$ cat config.mk
export PLATFORM = sky130hd
export DESIGN_NAME = ilir_ctrl
export DESIGN_NICKNAME = d
export VERILOG_FILES = /design/src/rtl/ilir_pkg.sv /design/src/rtl/ilir_ctrl.sv
export SDC_FILE = /design/constraint.sdc
export NUM_CORES = 1
export LEC_CHECK = 0
export BUFFER_PORTS_ARGS = -buffer_cell sky130_fd_sc_hd__buf_2
export CAP_MARGIN = 20
export CORE_MARGIN = 2
export CORE_UTILIZATION = 59
export CTS_BUF_LIST = sky130_fd_sc_hd__clkbuf_8
export CTS_CLUSTER_DIAMETER = 40
export DETAILED_ROUTE_END_ITERATION = 8
export GPL_ROUTABILITY_DRIVEN = 0
export PLACE_DENSITY_LB_ADDON = 0.2
export SYNTH_ARGS = -nofsm -noshare
export SYNTH_HDL_FRONTEND = slang
export SYNTH_SLANG_ARGS = --single-unit
$ cat constraint.sdc
create_clock -name clk -period 7.9 [get_ports clk]
set_input_delay 1.185 -clock clk [delete_from_list [all_inputs] [get_ports clk]]
set_output_delay 1.185 -clock clk [all_outputs]
set_load 0.03 [all_outputs]
$ cat src/rtl/ilir_pkg.sv
// ----------------------------------------------------------------------------
// ilir_pkg : shared types and constants for the indexed list store
// Command codes, fixed field widths and the per-cycle broadcast to the cells.
// ----------------------------------------------------------------------------
package ilir_pkg;

    localparam int CMD_W    = 3;
    localparam int POS_W    = 7;
    localparam int VALUE_W  = 32;
    localparam int DATA_W   = 32;
    localparam int COUNT_W  = 7;
    localparam int BLOCKS_W = 4;

    typedef enum logic [CMD_W-1:0] {
        CMD_ADD    = 3'd0,
        CMD_REMOVE = 3'd1,
        CMD_GET    = 3'd2,
        CMD_SET    = 3'd3,
        CMD_CLEAR  = 3'd4
    } cmd_t;

    // Broadcast from the controller to every cell; go_* only on a good transfer
    typedef struct packed {
        logic             go_add;
        logic             go_remove;
        logic             go_set;
        logic [POS_W-1:0] pos;
    } bcast_t;

    // Result fields other than the element itself
    typedef struct packed {
        logic                status;
        logic                use_read;
        logic [COUNT_W-1:0]  count;
        logic [BLOCKS_W-1:0] blocks;
    } result_t;

endpackage

$ cat src/rtl/ilir_ctrl.sv
// ----------------------------------------------------------------------------
// ilir_ctrl : length and block count keeping for the indexed list store
// Checks each command, drives the cell broadcast and works out the status.
// ----------------------------------------------------------------------------
module ilir_ctrl #(
    parameter int CAPACITY = 64
) (
    input  logic                                clk,
    input  logic                                rst_n,
    input  logic                                go,
    input  logic [ilir_pkg::CMD_W-1:0]          cmd,
    input  logic [ilir_pkg::POS_W-1:0]          pos,
    output ilir_pkg::bcast_t                    bc,
    output ilir_pkg::result_t                   res
);
    import ilir_pkg::*;

    localparam int LEN_W  = $clog2(CAPACITY + 1);
    localparam int BLK_W  = LEN_W + 1;
    localparam int PROD_W = 2 * BLK_W + 1;
    localparam int CMP_W  = (POS_W > LEN_W) ? POS_W : LEN_W;

    logic [LEN_W-1:0]  length_reg;
    logic [LEN_W-1:0]  length_next;
    logic [BLK_W-1:0]  blocks_reg;
    logic [BLK_W-1:0]  blocks_next;
    logic [CMP_W-1:0]  pos_c;
    logic [CMP_W-1:0]  len_c;
    logic [PROD_W-1:0] tri_cur;
    logic [PROD_W-1:0] tri_low;
    logic [BLK_W-1:0]  b_low;
    logic [LEN_W-1:0]  len_dec;
    logic              full;
    logic              err;
    logic              ok_add;
    logic              ok_remove;
    logic              ok_set;
    logic              ok_get;

    assign pos_c   = CMP_W'(pos);
    assign len_c   = CMP_W'(length_reg);
    assign full    = (length_reg == LEN_W'(CAPACITY));
    assign len_dec = length_reg - LEN_W'(1);
    assign b_low   = blocks_reg - BLK_W'(2);

    // triangular sizes b(b+1)/2 and (b-2)(b-1)/2
    assign tri_cur = PROD_W'((PROD_W'(blocks_reg) * (PROD_W'(blocks_reg) + PROD_W'(1))) >> 1);
    assign tri_low = PROD_W'((PROD_W'(b_low) * (PROD_W'(b_low) + PROD_W'(1))) >> 1);

    always_comb
    begin
        err = 1'b0;
        unique case (cmd_t'(cmd))
            CMD_ADD:    err = (pos_c > len_c) || full;
            CMD_REMOVE: err = (pos_c >= len_c);
            CMD_GET:    err = (pos_c >= len_c);
            CMD_SET:    err = (pos_c >= len_c);
            CMD_CLEAR:  err = 1'b0;
            default:    err = 1'b1;
        endcase
    end

    assign ok_add    = go && !err && (cmd == CMD_ADD);
    assign ok_remove = go && !err && (cmd == CMD_REMOVE);
    assign ok_set    = go && !err && (cmd == CMD_SET);
    assign ok_get    = go && !err && (cmd == CMD_GET);

    // tri(b-2) < length <= tri(b) holds between commands, so a single remove
    // drops at most one block and a clear always leaves one
    always_comb
    begin
        length_next = length_reg;
        blocks_next = blocks_reg;
        priority if (ok_add)
        begin
            length_next = length_reg + LEN_W'(1);
            if (tri_cur <= PROD_W'(length_reg))
            begin
                blocks_next = blocks_reg + BLK_W'(1);
            end
        end
        else if (ok_remove)
        begin
            length_next = len_dec;
            if ((blocks_reg > BLK_W'(1)) && (tri_low >= PROD_W'(len_dec)))
            begin
                blocks_next = blocks_reg - BLK_W'(1);
            end
        end
        else if (go && (cmd == CMD_CLEAR))
        begin
            length_next = '0;
            blocks_next = BLK_W'(1);
        end
        else
        begin
            length_next = length_reg;
            blocks_next = blocks_reg;
        end
    end

    always_ff @(posedge clk or negedge rst_n)
    begin
        if (!rst_n)
        begin
            length_reg <= '0;
            blocks_reg <= BLK_W'(1);
        end
        else
        begin
            length_reg <= length_next;
            blocks_reg <= blocks_next;
        end
    end

    always_comb
    begin
        bc.go_add    = ok_add;
        bc.go_remove = ok_remove;
        bc.go_set    = ok_set;
        bc.pos       = pos;
    end

    always_comb
    begin
        res.status   = err;
        res.use_read = ok_remove || ok_get || ok_set;
        res.count    = COUNT_W'(length_next);
        res.blocks   = BLOCKS_W'(blocks_next);
    end

endmodule

## Word level (Yosys, flattened, before mapping)

Index checks and enable logic that the tools add are counted.

- Muxes and demuxes: 9
- Add/sub/neg operators: 7
- Reduce and logical (&&, ||, !) cells: 15
- Bitwise operators: 0
- Eq/ne operators: 7
- Multipliers: 2
- Divide/modulo/power cells: 0
- Shift-type cells: 0
- Magnitude comparators: 5

Operator list:

| kind | number |
|---|---|
| $mux 8 | 5 |
| $mul 8x9->17 | 2 |
| $mux 7 | 3 |
| $add 8x1->9 const B | 2 |
| $ge 16x7->1 | 1 |
| $le 16x7->1 | 1 |
| $add 8x1->8 const B | 1 |
| $gt 8x1->1 const B | 1 |
| $sub 8x1->8 const B | 1 |
| $sub 8x2->8 const B | 1 |
| $add 7x1->7 const B | 1 |
| $eq 7x7->1 const B | 1 |
| $ge 7x7->1 | 1 |
| $gt 7x7->1 | 1 |
| $logic_and 1x1->1 | 7 |
| $sub 7x1->7 const B | 1 |
| $eq 3x2->1 const B | 2 |
| $eq 3x1->1 const B | 1 |
| $eq 3x3->1 const B | 1 |
| $logic_not 3->1 | 1 |
| $logic_or 1x1->1 | 3 |
| $ne 3x2->1 const B | 1 |
| $pmux 1 s3 | 1 |
| $reduce_and 3->1 | 1 |
| 4 further kinds | 4 |

- RAM bits: 0
- Memory bits (read-only): 0
- Output and inout port bits: 23
- Bits of input ports: 13
- Latch bits: 0
- Logic and storage cells: 48
- Register bits after elaboration: 15
- Memories: 0

## Depth between registers and ports, before layout

- Depth after elaboration: 8
- Gate-level depth with buffers: 31
- Gate-level depth less buffers: 27

## Least setup slack after synthesis

No wires, ideal clock.

- Path type: flip-flop to output port
- From: register blocks_reg[2]
- To: output res[2] in the netlist's numbering
- Cell stages (with the launch flop): 29
- Setup slack: -292 ps
- Arrival time: 7,007 ps
- Required time: 6,715 ps
- Path through: dfrtp_1 -> clkbuf_1 -> clkinv_1 -> ha_1 -> nor3b_1 -> xnor2_1 -> inv_1 -> ha_1 -> nor2_1 -> fa_1 -> inv_1 -> fa_1 -> inv_1 -> fa_1 -> inv_1 -> fa_1 -> inv_1 -> ha_1 -> a211o_1 -> a31o_2 -> a221oi_1 -> o221ai_1 -> nor4_1 -> nand4_1 -> o21ai_2 -> nor2_1 -> xnor2_1 -> a221o_2 -> buf_4

- Longest elaborated chain between the ends: 8

Ends and longest elaborated chain:

| what | line | text |
|---|---|---|
| start: declaration | ilir_ctrl.sv:25 | `logic [BLK_W-1:0] blocks_reg;` |
| start signal: assignment | ilir_ctrl.sv:112 | `blocks_reg <= blocks_next;` |
| $sub 8x2->8 | ilir_ctrl.sv:44 | `assign b_low = blocks_reg - BLK_W'(2);` |
| $add 8x1->9 | ilir_ctrl.sv:48 | `assign tri_low = PROD_W'((PROD_W'(b_low) * (PROD_W'(b_low) + PROD_W'(1))) >> 1);` |
| $mul 8x9->17 | ilir_ctrl.sv:48 |  |
| $ge 16x7->1 | ilir_ctrl.sv:85 | `if ((blocks_reg > BLK_W'(1)) && (tri_low >= PROD_W'(len_dec)))` |
| $logic_and 1x1->1 | ilir_ctrl.sv:85 |  |
| $mux 8 | ilir_ctrl.sv:85 |  |
| $mux 8 | ilir_ctrl.sv:82 | `else if (ok_remove)` |
| $mux 8 * | ilir_ctrl.sv:74 | `priority if (ok_add)` |
| end: declaration | ilir_ctrl.sv:14 | `output ilir_pkg::result_t res` |

Mark *: on every way between the ends. The rest lies on a longest branch, timed or not. The select of a mux whose other input is x is not followed.

==> metrics.txt <==
Core ar.=about 11000 µm²; Pre-Repair DR Iteration Count=7; Root Buffer Master=clkbuf_8; clock skew=0.0109 ns; Die W=between 100 and 150 µm; die height=110 µm; CTS Buffer Depth=2; Synth top cells by count=inv_1 (150), ha_1 (114), fa_1 (84), nor2_1 (82), nand2_1 (60); synth warn=0; RSZ-0062 raised after global routing=true; most used routing layer=met2; CTS Hold Bufs=0; CP top delay family=adder cells; cts bufs inserted=3; outcome=complete, but fails checks; Crit Reg-Reg Startpoint=blocks_reg[1]; final hold violation count=0; Post-synth ARST share=100%; max_cap viols=0; total routed wirelength=about 18000 µm; layout cells sized above 1=about a quarter; number of routed nets with antenna violations=0; fmax=about 120 MHz; Tot GR Track Use=between 30% and 40%; Skew-Pair Late Insertion Delay=roughly 0.27 ns; Least-Margin Pin Slew=0.467 ns; mean post-synth cell area=~8.2 µm²; Worst Path Required=between 6 and 7 ns; diode count=0; Top cell by count, worst path=fa_1; Cells after Synth=~810; M3 GR Usage=around 3.7%; setup ws final=-0.198 ns; pin count of the biggest net entering global routing=16; vias in the first global route=around 6400; Vias/cell=~6; Setup Crit Path Kind=flop to output port; top-count cell post-synth=inv_1; row count=38; hold slack=0.537 ns; H-tree Lvls=1; hold path endpoint=len_c[4]; # fillers=763; first-pass GRT wire length=just under 30000 µm; sequential element share of the synthesized area=under 10%; cell total after placement=roughly 1000; Top Ports=36; Final #Nets=around 1100; grt ovf=0; Yosys cell types=65; DR WL/cell=17.4 µm; Initial DRC Count=586; Initial Util=~61%; Worst setup EP type=output port; Worst setup SP type=flop; syn nets=1023; CP max FO=4; HP Start=len_c[4]; post-placement worst setup slack=-0.228 ns; CTS Sinks=15; # port buffers=35; crit share post-route=103%; largest area contributor in the netlist=fa_1; Post-Layout Cell Count=roughly 1100; Slew Viols, Final=0; grt met1 use=approximately two fifths; failing checks=negative setup slack; TritonCTS clock tree=done; CP bufs+invs=7; Die ar.=12100 µm²; Tightest Hold Check Type=flop to flop; Final HPWL DP=roughly 14000 µm; critical path arrival=6.91 ns; initial antenna violation count=0; min Tclk post-route=between 8 and 9 ns; worst r2r dst=blocks_reg[1]; met2 Track Usage GR=between 50% and 60%; slowest CP cell=fa_1; Synth area leaders=fa_1 (25%), ha_1 (21%), inv_1 (8.5%); post-synthesis instance area=around 6600 µm²; DR vias=around 6100; worst hold path depth=1; Max-slew headroom=between 60% and 70%; Worst path max stage delay=0.51 ns; Layout area overhead=23.4%; number of cells on the worst reg-to-reg path=28; EDFF count, synth=0; clk slew on worst S/H paths=around 0.07 ns; top_reg_cell synth=dfrtp_1; top cell type's share of synthesized area=approximately a quarter; final setup fails=4; max FFs per register=8; detailed-route DRC error count=0; #FFs+latches synth=15; reg-to-reg slack, setup=~1.0 ns
-- layout make-up --
class / count / area (µm²) / share of cell area, %
timing repair buffer: 135 / 1020 / 12.4
clock inverter: 1 / 7.51 / 0.0916
multi-input combinational: 608 / 6010 / 73.3
inverter: 151 / 568 / 6.93
tap: 140 / 175 / 2.14
sequential: 15 / 378 / 4.61
clock buffer: 3 / 41.3 / 0.504
-- kinds of logic after synthesis --
group / share of synthesized area, %
buf+inv: 11.7
mux: 1.07
compound gates: 12.4
simple gates: 18.2
flops: 5.67
xor+xnor: 4.22
fa+ha+maj: 46.8
-- placed cells by master, fill, tap and decap left out, types with 6 or more instances in the layout --
| cell | Yosys | final |
|---|---|---|
| inv_1 | 150 | 136 |
| nand2_1 | 60 | 59 |
| o21ai_0 | 25 | 23 |
| xnor2_1 | 25 | 22 |
| or2_2 | 8 | 7 |
| buf_2 | 3 | 31 |
| ha_1 | 114 | 90 |
| nor2b_1 | 12 | 12 |
| dfrtp_1 | 14 | 13 |
| inv_2 | 0 | 14 |
| nand2b_1 | 17 | 16 |
| xor2_1 | 7 | 6 |
| fa_1 | 84 | 82 |
| nor3_1 | 8 | 7 |
| or3_4 | 1 | 6 |
| and3_1 | 8 | 6 |
| nor2_1 | 82 | 73 |
| a21o_1 | 13 | 13 |
| nand3_1 | 21 | 19 |
| buf_4 | 15 | 88 |
| ha_4 | 0 | 19 |
| a31oi_1 | 6 | 6 |
| buf_6 | 1 | 12 |
| a21oi_1 | 26 | 22 |
-- metrics by stage --
stage	TNS [ns]	utilization (%)	cell area, µm²
final	-0.628	75.0	8200
after global routing	-1.45	75.0	8200
after CTS	-0.0219	72.8	7970
after detailed placement	-0.772	66.9	7320
after global placement	0	66.9	7320
after floorplan	0	-	6690
-- worst max path at each step --
stage	to	startpoint	slack, ns	cells after the start
after CTS	res[2]	blocks_reg[1]	-0.02	26
after global routing	res[2]	blocks_reg[1]	-0.40	27
after global placement	res[2]	blocks_reg[2]	0.06	25
final	res[2]	blocks_reg[1]	-0.20	27
after detailed placement	res[2]	blocks_reg[2]	-0.23	25
after floorplan	res[2]	blocks_reg[1]	0.008	25
-- what timing repair did --
action	in CTS	in global routing
cloned	0	0
resized for setup	86	34
pin swaps	61	36
setup buffers	23	12
endpoints found under the setup margin	4	4
-- routing by layer --
metal / vias to the layer above / part of all wire [%]
li1: 2838 / -
met1: 2975 / 41
met2: 259 / 49
met3: 71 / 6.0
met4: 0 / 3.9
met5: - / 0
Power is left out: the tool's default activity adds up to more than one toggle a clock period on the data nets, which glitch-free logic cannot reach.
