File: src/rtl/ilir_pkg.sv
// ----------------------------------------------------------------------------
// ilir_pkg : shared types and constants for the indexed list store
// Command codes, fixed field widths and the per-cycle broadcast to the cells.
// ----------------------------------------------------------------------------
package ilir_pkg;

    localparam int CMD_W    = 3;
    localparam int POS_W    = 7;
    localparam int VALUE_W  = 32;
    localparam int DATA_W   = 32;
    localparam int COUNT_W  = 7;
    localparam int BLOCKS_W = 4;

    typedef enum logic [CMD_W-1:0] {
        CMD_ADD    = 3'd0,
        CMD_REMOVE = 3'd1,
        CMD_GET    = 3'd2,
        CMD_SET    = 3'd3,
        CMD_CLEAR  = 3'd4
    } cmd_t;

    // Broadcast from the controller to every cell; go_* only on a good transfer
    typedef struct packed {
        logic             go_add;
        logic             go_remove;
        logic             go_set;
        logic [POS_W-1:0] pos;
    } bcast_t;

    // Result fields other than the element itself
    typedef struct packed {
        logic                status;
        logic                use_read;
        logic [COUNT_W-1:0]  count;
        logic [BLOCKS_W-1:0] blocks;
    } result_t;

endpackage

File: src/rtl/ilir_cell.sv
// ----------------------------------------------------------------------------
// ilir_cell : one element slot of the list
// Holds one element and takes its neighbour's value when the list shifts.
// ----------------------------------------------------------------------------
module ilir_cell #(
    parameter int CAPACITY   = 64,
    parameter int ELEM_WIDTH = 32,
    parameter int IDX        = 0
) (
    input  logic                  clk,
    input  ilir_pkg::bcast_t      bc,
    input  logic [ELEM_WIDTH-1:0] wr_value,
    input  logic [ELEM_WIDTH-1:0] lower,
    input  logic [ELEM_WIDTH-1:0] upper,
    output logic [ELEM_WIDTH-1:0] q,
    output logic [ELEM_WIDTH-1:0] rd
);
    import ilir_pkg::*;

    localparam int IW = $clog2(CAPACITY);
    localparam logic [IW-1:0] MY_IDX = IW'(IDX);

    logic [ELEM_WIDTH-1:0] elem_reg;
    logic [ELEM_WIDTH-1:0] elem_next;
    logic [IW-1:0]         pos_i;
    logic                  hit;
    logic                  above;

    // pos is below CAPACITY whenever any go_* is set
    assign pos_i = IW'(bc.pos);
    assign hit   = (MY_IDX == pos_i);
    assign above = (MY_IDX > pos_i);

    always_comb
    begin
        priority if (bc.go_add && above)
        begin
            elem_next = lower;
        end
        else if ((bc.go_add || bc.go_set) && hit)
        begin
            elem_next = wr_value;
        end
        else if (bc.go_remove && (hit || above))
        begin
            elem_next = upper;
        end
        else
        begin
            elem_next = elem_reg;
        end
    end

    always_ff @(posedge clk)
    begin
        elem_reg <= elem_next;
    end

    assign q  = elem_reg;
    assign rd = hit ? elem_reg : '0;

endmodule

File: config.mk
export PLATFORM = sky130hd
export DESIGN_NAME = ilir_cell
export DESIGN_NICKNAME = d
export VERILOG_FILES = /design/src/rtl/ilir_pkg.sv /design/src/rtl/ilir_cell.sv
export SDC_FILE = /design/constraint.sdc
export NUM_CORES = 1
export LEC_CHECK = 0
export BUFFER_PORTS_ARGS = -buffer_cell sky130_fd_sc_hd__buf_2
export CAP_MARGIN = 10
export CORE_MARGIN = 4
export CORE_UTILIZATION = 30
export CTS_CLUSTER_SIZE = 20
export DETAILED_ROUTE_END_ITERATION = 8
export PLACE_DENSITY = 0.69
export SYNTH_ARGS = -nofsm -noshare
export SYNTH_HDL_FRONTEND = slang
export SYNTH_SLANG_ARGS = --single-unit
File: constraint.sdc
create_clock -name clk -period 2.6 [get_ports clk]
set_clock_uncertainty 0.15 [all_clocks]
set_input_delay 0.39 -clock clk [delete_from_list [all_inputs] [get_ports clk]]
set_output_delay 0.39 -clock clk [all_outputs]
set_load 0.005 [all_outputs]
# After elaboration in Yosys (flattened, before gate mapping)
# Index checks and enable logic that the tools add are counted.
[classes]
n_mux = 4
n_reduce_logical = 7
n_lt_le_gt_ge = 1
[op_table]
columns = ["cell", "n"]
rows = [
  ["$mux 32", 4],
  ["$gt 1x6->1 const A", 1],
  ["$logic_not 6->1", 1],
  ["$logic_and 1x1->1", 3],
  ["$reduce_bool 3->1", 1],
  ["$logic_or 1x1->1", 2],
]
[totals]
output_inout_bits = 64
in_bits = 107
word_cells = 13
reg_bits = 32

# Longest topological paths before layout
# Gate-level depths: netlist of the first run.
[logic_depth]
ltp_word = 6
depth_mapped = 4
depth_no_buf = 3

# Worst setup path after synthesis of the first run
# OpenSTA, ideal clock, no wires.
[synth_path]
path_kind = "input to register"
start = "input port bc[3] (netlist name)"
end = "register elem_reg[0] (netlist: q[0]) (enable)"
setup_slack_ps = 265
setup_ps = 387
path_stages = 3
arrival_ps = 1798
required_ps = 2063
n_path_buf = 1
path_cell_list = "nor4_4 > clkbuf_1 > o211a_1"
[synth_via]
elab_chain_cells = 4
elab_cells_between_ends = 7
cone_classes = "order compare (1); reduce/logical (6)"
[synth_rtl]
columns = ["item", "line", "text"]
rows = [
  ["from (decl)", "ilir_cell.sv:11", "input ilir_pkg::bcast_t bc,"],
  ["$gt 1x6->1 or $logic_not 6->1 (tied branches)", "ilir_cell.sv:32, ilir_cell.sv:31", ""],
  ["$logic_or 1x1->1", "ilir_cell.sv:44", "else if (bc.go_remove && (hit || above))"],
  ["$logic_and 1x1->1", "ilir_cell.sv:44", ""],
  ["$reduce_bool 3->1 (no source line) *", "n/a", ""],
  ["to (signal assigned)", "ilir_cell.sv:56", "elem_reg <= elem_next;"],
  ["to (decl)", "ilir_cell.sv:23", "logic [ELEM_WIDTH-1:0] elem_reg;"],
]
# Mark *: on every way between the ends. The rest lies on a longest branch, timed or not.
# A chain may end at the register's enable or synchronous reset.

# Final worst setup path of the first run
[layout_path]
start = "input port bc[3] (netlist name)"
end = "output port rd[13]"
[layout_via]
elab_chain_cells = 2
[layout_rtl]
columns = ["item", "line", "text"]
rows = [
  ["$logic_not 6->1", "ilir_cell.sv:31", "assign hit = (MY_IDX == pos_i);"],
  ["$mux 32", "ilir_cell.sv:60", "assign rd = hit ? elem_reg : '0;"],
  ["to (decl)", "ilir_cell.sv:16", "output logic [ELEM_WIDTH-1:0] rd"],
]
# Every way passes these cells.

==> results.txt, run 1 <==
Outcome - complete, no violations
Met2 routed WL - 2440 µm
Tcrit/Tclk final - 76.5%
CTS tree - built
Critical Path Max Stage Delay - 0.39 ns
First-pass GRT wire length - 7430 µm
Fin. Hold Viols - 0
Nets - 360
Synth Cell Area - 1750 µm²
DRC viols - 0
Synth top area share - 54.9%
WL met3 - 493 µm
Fin area - 2600 µm²
CP Launch Point - bc[3]
Slew margin rel. - 76.6%
Max VDD drop - 0.159 mV
WS Path Type - in -> out
Startpoint Class - primary input
Drt initial violations - 21
Worst path required time - 2.06 ns
CTS Buffer Depth - 2
Vias per inst - 4.50
Syn Inst Count - 110
Final setup viols - 0
Unrepaired setup endpoints after global routing - false
Largest net degree at the start of global routing - 20
Critical Path AT - 1.45 ns
Flops & latches, synth - 32
Maximum clock rate - 0.503 GHz
Number of diodes - 0
Worst Hold Class - in -> reg
PD cells - 396 nW/µm²
Post_cts resized - 0
Actual slew at the worst max-slew pin - 0.348 ns
Metal-1 WL - 1800 µm
Crit path top cell by count - buf_2
Gr usage total - 13.3%
Crit. End Element - output port
Synth unique cells - 11
Critical path buffer and inverter count - 3
Buffer count from post-CTS setup fixing - 0
CP max stage cell - nor4_4
Placed cell areas - 2530 µm²
Worst Path Max Fanout - 15
# port buffers - 137
Number of enable flip-flop cells after synthesis - 32
Via count - 1455
Ys flop type - edfxtp_1
Die height - 84.4 µm
Total global routing overflow - 0
TNS Setup - 0 ns
Antenna viol nets, final - 0
Routability Congestion - 0.799
Leak pwr - 1.46 nW
Largest register FFs - 32
Placeable Area - 5570 µm²
CP Cell Sequence - buf_2 > nor4_4 > buf_4 > and3_1 > buf_2
Crit path depth - 5
Top routing layer used - met4
Starting Density - 31.4%
Pins Over Slew Limit - 0
Clock root cell - clkbuf_8
Final core area utilization - 46.6%
# hold bufs at CTS - 0
Count of warnings emitted by yosys - 0
Power Total - 1.03 mW
Layout area overhead - 48.6%
Die width - 84.4 µm
Async S/R FF share, synth - 0%
Average size of a mapped cell - 15.9 µm²
# rows - 27
Clock sinks - 32
Post-Route WL - 4790 µm
Inserted Clock Buffers - 5
Synth cell count leaders - and3_1 (32), edfxtp_1 (32), mux2_4 (30), clkbuf_1 (6), buf_6 (3)
Vias in the first global route - 1491
HPWL Detailed - 3920 µm
H-tree Lvls - 2
Share of layout cells above drive strength 1 - 74.1%
CTS clk-pin slew, worst paths - 0.06 ns
Post-DR wirelength/cell - 14.8 µm
Delay-heaviest family, CP - simple AND/OR/NAND/NOR gates
TritonRoute pass-1 iters - 4
Initial antenna violation count - 0
Largest cells by area after synthesis - edfxtp_1 (55%), mux2_4 (26%), and3_1 (11%), buf_6 (1.9%), clkbuf_1 (1.3%)
Crit path capture - rd[13]
Maxcap violations - 0
# fillers - 519
Die area - 7120 µm²
Register area share after synthesis - 54.9%
Minimum clock period - 1.99 ns
Cell taking the most area after synthesis - edfxtp_1
Io pins - 171
Post-Syn Nets - 217
[stage by stage]
step                std cells  hold slack, ns  setup WS, ns
CTS                       323           0.255         0.609
detailed placement        318           0.543         0.529
floorplan                 110           0.457         0.265
finish                    323           0.264         0.612
global route              323           0.248         0.550
global placement          318           0.540         0.559
[report_power, final]
| part | total, mW | internal (mW) | switching [mW] |
|---|---|---|---|
| logic | 0.130 | 0.0851 | 0.0452 |
| clock network | 0.322 | 0.172 | 0.151 |
| registers | 0.577 | 0.574 | 0.00229 |
| total | 1.03 | 0.831 | 0.198 |
[routing by layer]
layer,GRT usage (%),vias up
met5,0,-
met1,14.8,664
met4,4.32,0
li1,-,705
met3,4.12,4
met2,24.1,82
[worst min path at each step]
stage / from / to / slack [ns] / depth (start not counted)
after global routing: wr_value[28] / q[28] / 0.25 / 2
after global placement: wr_value[4] / q[4] / 0.54 / 2
final: upper[28] / q[28] / 0.26 / 2
after floorplan: upper[10] / q[10] / 0.46 / 1
after detailed placement: upper[28] / q[28] / 0.54 / 2
after CTS: upper[28] / q[28] / 0.25 / 2
[cells by family (layout without fill, tap and decap cells)]
family,after synthesis,in the layout,synth area share [%]
simple gates,36,36,14.2
mux,32,32,27.0
buf+inv,9,150,3.22
flops,32,32,54.9
compound gates,1,1,0.572
[final cells by class]
cell class	count	area [µm²]	area share, %
flip-flops and latches	32	961	37.0
repair buffers	145	746	28.7
multi-input cells	69	734	28.2
well taps	72	90.1	3.46
clock buffers	5	68.8	2.65
[placed cells by master (no fill, tap or decap)]
cell type / synthesis / layout
mux2_4: 30 / 30
nor2_2: 0 / 1
nor4_4: 1 / 1
buf_4: 0 / 8
or2_2: 1 / 1
nand3_4: 1 / 1
mux2_2: 2 / 2
buf_2: 0 / 137
clkbuf_8: 0 / 5
edfxtp_1: 32 / 32
o211a_1: 1 / 1
and3_1: 32 / 32
Note: power is estimated with default switching activity, not from simulation.
==> run 2: changes to the inputs <==
==> constraint.sdc (replaced) <==
create_clock -name clk -period 2.05 [get_ports clk]
set_clock_uncertainty 0.15 [all_clocks]
set_input_delay 0.3075 -clock clk [delete_from_list [all_inputs] [get_ports clk]]
set_output_delay 0.3075 -clock clk [all_outputs]
set_load 0.005 [all_outputs]
==> run 2 against run 1 <==
Compared with the run above: total power is 30% higher; global-route usage is 0.086 points lower; critical endpoint is now rd[14]; sequential share of layout area is 0.82 points lower; core utilization is 1.1 points higher; critical path depth stayed put; via count is 0.76% lower; first-iteration DRC count is 24% higher; non-clock buffer count stayed put; sequential cell count stayed put.
==> results.txt, run 2 (synthesized netlist as in run 1, its figures left out) <==
Critical Path AT - 1.35 ns
Gr usage total - 13.2%
CTS tree - built
Buffer count from post-CTS setup fixing - 0
Multi-input combinational cell area - 742 µm²
Antenna viol nets, final - 0
TritonRoute pass-1 iters - 4
# hold bufs at CTS - 0
Post-Route WL - 4700 µm
Tcrit/Tclk final - 88.1%
Clock sinks - 32
Number of diodes - 0
Slew margin rel. - 77.7%
Worst path required time - 1.59 ns
Via count - 1444
Placeable Area - 5570 µm²
Maxcap violations - 0
Largest register FFs - 32
CTS clk-pin slew, worst paths - 0.06 ns
Actual slew at the worst max-slew pin - 0.332 ns
Routability Congestion - 0.809
Layout area overhead - 52.0%
Leak pwr - 1.48 nW
Maximum clock rate - 0.554 GHz
Initial antenna violation count - 0
Starting Density - 31.4%
Die area - 7120 µm²
Register area - 961 µm²
Most common cell after layout, fill and taps aside - buf_2
CTS Buffer Depth - 2
Worst Path Max Fanout - 18
WHS Path Cells - 2
HPWL Detailed - 3920 µm
Minimum clock period - 1.81 ns
# rows - 27
Vias in the first global route - 1537
Largest net degree at the start of global routing - 20
Drt initial violations - 26
Max VDD drop - 0.228 mV
DRC viols - 0
Outcome - complete, no violations
Io pins - 171
Crit. End Element - output port
First-pass GRT wire length - 7440 µm
Clock root cell - clkbuf_8
Placed cell areas - 2580 µm²
Fin. Hold Viols - 0
PD cells - 503 nW/µm²
TNS Setup - 0 ns
H-tree Lvls - 2
Non-filler instance count after layout - 326
Post-DR wirelength/cell - 14.4 µm
Die height - 84.4 µm
Post_cts resized - 0
Die width - 84.4 µm
Share of layout cells above drive strength 1 - 74.4%
WS Path Type - in -> out
Unrepaired setup endpoints after global routing - false
Vias per inst - 4.43
Pins Over Slew Limit - 0
# fillers - 503
Nets - 360
Worst Hold Class - in -> reg
Placed cells - 318
Final setup viols - 0
Fin area - 2660 µm²
Startpoint Class - primary input
Total global routing overflow - 0
# port buffers - 137
Inserted Clock Buffers - 5
Commonest cells after routing, fill and taps aside - buf_2 (137), and3_1 (32), edfxtp_1 (32), mux2_4 (30)
run 2: final timing paths:
path / from / end / slack (ns)
max: bc[3] / rd[14] / 0.24
min: wr_value[13] / q[13] / 0.18
run 2: layer usage:
layer	share of wire, %	routed length [µm]	global-route usage (%)
met1	38	1800	14.6
met2	50	2330	23.4
met3	11	523	5.00
met4	1.1	53	4.32
met5	0	0	0
run 2: layout make-up:
| type | count | share of cell area, % |
|---|---|---|
| Timing Repair Buffer | 145 | 29.5 |
| Tap cell | 72 | 3.39 |
| Sequential cell | 32 | 36.1 |
| Clock buffer | 5 | 2.59 |
| Clock inverter | 3 | 0.518 |
| Multi-Input combinational cell | 69 | 27.9 |
run 2: stage by stage:
| step | setup WS (ns) | hold slack [ns] | utilization, % | power, mW |
|---|---|---|---|---|
| global placement | 0.138 | 0.459 | 46.2 | 0.909 |
| floorplan | 0.191 | 0.375 | - | 0.817 |
| CTS | 0.236 | 0.169 | 47.7 | 1.37 |
| detailed placement | 0.138 | 0.462 | 46.2 | 0.916 |
| finish | 0.245 | 0.182 | 47.7 | 1.34 |
| global route | 0.173 | 0.162 | 47.7 | 1.42 |
run 2: critical path: stages:
cell and delay (ns):
buf_2 0.11, nor4_4 0.37, buf_4 0.27, and3_1 0.17, buf_2 0.11
run 2: power breakdown:
part           leakage, nW  internal [mW]  switching, mW  total [mW]
registers            0.288          0.728        0.00276       0.731
logic                 1.15          0.110         0.0591       0.169
clock network       0.0453          0.230          0.209       0.439
total                 1.48           1.07          0.271        1.34
==> run 3: changes to the inputs <==
--- a/config.mk
+++ b/config.mk
@@ -8,10 +8,12 @@
 export BUFFER_PORTS_ARGS = -buffer_cell sky130_fd_sc_hd__buf_2
 export CAP_MARGIN = 10
 export CORE_MARGIN = 4
-export CORE_UTILIZATION = 30
+export CORE_UTILIZATION = 36
 export CTS_CLUSTER_SIZE = 20
 export DETAILED_ROUTE_END_ITERATION = 8
-export PLACE_DENSITY = 0.69
+export GPL_ROUTABILITY_DRIVEN = 0
+export MAX_ROUTING_LAYER = met4
+export PLACE_DENSITY = 0.8
 export SYNTH_ARGS = -nofsm -noshare
 export SYNTH_HDL_FRONTEND = slang
 export SYNTH_SLANG_ARGS = --single-unit
==> run 3 against run 2 <==
Compared with the run above: wire length is 2.1% lower; final cell count is 1.5% lower; via count is 0.97% higher; die area is 15% lower; global-route usage is 2.2 points higher; worst hold slack worse by 0.0038 ns; critical path depth stayed put; clock-buffer cell count stayed put; first-iteration DRC count is 38% higher; clock power is 28% higher.
==> results.txt, run 3 (synthesized netlist as in run 1, its figures left out) <==
Placed cells - 313
Leak pwr - 1.49 nW
Fin. Hold Viols - 0
Io pins - 171
# hold bufs at CTS - 0
Non-filler instance count after layout - 321
Post-Route WL - 4600 µm
TNS Setup - 0 ns
Die width - 77.7 µm
Vias in the first global route - 1477
First-pass GRT wire length - 7040 µm
Final setup viols - 0
Total global routing overflow - 0
Worst Path Max Fanout - 19
Final core area utilization - 56.9%
Gr usage total - 15.4%
H-tree Lvls - 2
Max VDD drop - 0.338 mV
Antenna viol nets, final - 0
WS Path Type - in -> out
Outcome - complete, no violations
CTS clk-pin slew, worst paths - 0.06 ns
Critical Path AT - 1.36 ns
Worst path required time - 1.59 ns
Crit. End Element - output port
Inserted Clock Buffers - 5
Clock root cell - clkbuf_8
Crit path capture - rd[6]
Number of diodes - 0
Drt initial violations - 36
Pins Over Slew Limit - 0
Layout area overhead - 53.7%
Largest register FFs - 32
Die area - 6040 µm²
Actual slew at the worst max-slew pin - 0.332 ns
Maximum clock rate - 0.549 GHz
Initial antenna violation count - 0
Tcrit/Tclk final - 88.9%
Post-DR wirelength/cell - 14.3 µm
WHS Path Cells - 2
Via count - 1458
Maxcap violations - 0
# fillers - 360
CP Launch Point - bc[3]
Worst Hold Class - in -> reg
TritonRoute pass-1 iters - 4
Share of layout cells above drive strength 1 - 74.0%
Commonest cells after routing, fill and taps aside - buf_2 (137), and3_1 (32), edfxtp_1 (32), mux2_4 (30), clkbuf_8 (5)
Starting Density - 37.0%
Most common cell after layout, fill and taps aside - buf_2
Clock sinks - 32
Placeable Area - 4720 µm²
# port buffers - 137
Nets - 360
Slew margin rel. - 77.7%
Die height - 77.7 µm
DRC viols - 0
HPWL Detailed - 3810 µm
CTS tree - built
Largest net degree at the start of global routing - 20
PD cells - 544 nW/µm²
Unrepaired setup endpoints after global routing - false
CTS Buffer Depth - 2
Startpoint Class - primary input
# rows - 25
Buffer count from post-CTS setup fixing - 0
Vias per inst - 4.54
Post_cts resized - 0
Minimum clock period - 1.82 ns
[run 3: changes by cell type in the layout (fill, tap and decap cells not counted)]
| cell | previous run | this run |
|---|---|---|
| bufinv_16 | 0 | 1 |
| clkinv_1 | 1 | 2 |
| buf_4 | 5 | 4 |
| buf_12 | 3 | 4 |
| clkinv_2 | 2 | 0 |
[run 3: critical path, stage by stage]
cell and delay [ns]:
buf_2 0.12, nor4_4 0.38, buf_4 0.27, and3_1 0.18
buf_2 0.11
[run 3: how the worst min path moves through the flow]
| stage | from | end | slack (ns) |
|---|---|---|---|
| 3_3_place_gp | upper[14] | q[14] | 0.46 |
| 5_1_grt | upper[26] | q[26] | 0.16 |
| 2_1_floorplan | upper[10] | q[10] | 0.37 |
| 4_1_cts | wr_value[22] | q[22] | 0.17 |
| 3_5_place_dp | wr_value[22] | q[22] | 0.46 |
| 6_report | wr_value[29] | q[29] | 0.18 |
[run 3: report_power, final]
part	internal [mW]	switching, mW	total, mW	leakage [nW]
Sequential	0.728	0.00303	0.731	0.288
Combinational	0.110	0.0568	0.167	1.15
Clock	0.353	0.211	0.564	0.0532
Total	1.19	0.271	1.46	1.49
[run 3: through the flow]
| stage | hold WS, ns | power, mW | setup WS (ns) | area (µm²) |
|---|---|---|---|---|
| 6_report | 0.179 | 1.46 | 0.228 | 2690 |
| 5_1_grt | 0.160 | 1.53 | 0.155 | 2690 |
| 4_1_cts | 0.170 | 1.48 | 0.213 | 2690 |
| 3_5_place_dp | 0.461 | 0.913 | 0.157 | 2580 |
| 3_3_place_gp | 0.459 | 0.907 | 0.189 | 2580 |
| 2_1_floorplan | 0.375 | 0.817 | 0.191 | 1760 |
[run 3: cell type report]
cell class              count  area, µm²  area share [%]
clock buffers               5       68.8            2.56
repair buffers            145        796            29.6
multi-input cells          69        742            27.6
flip-flops and latches     32        961            35.7
clock inverters             3       37.5            1.40
well taps                  67       83.8            3.12
[run 3: metal layers]
metal | GRT usage (%) | vias to the layer above | part of all wire [%]
met5 | - | - | 0
met4 | 6.41 | 0 | 2.0
met3 | 4.64 | 9 | 9.7
met2 | 27.1 | 90 | 51
met1 | 15.9 | 650 | 38
li1 | - | 709 | -
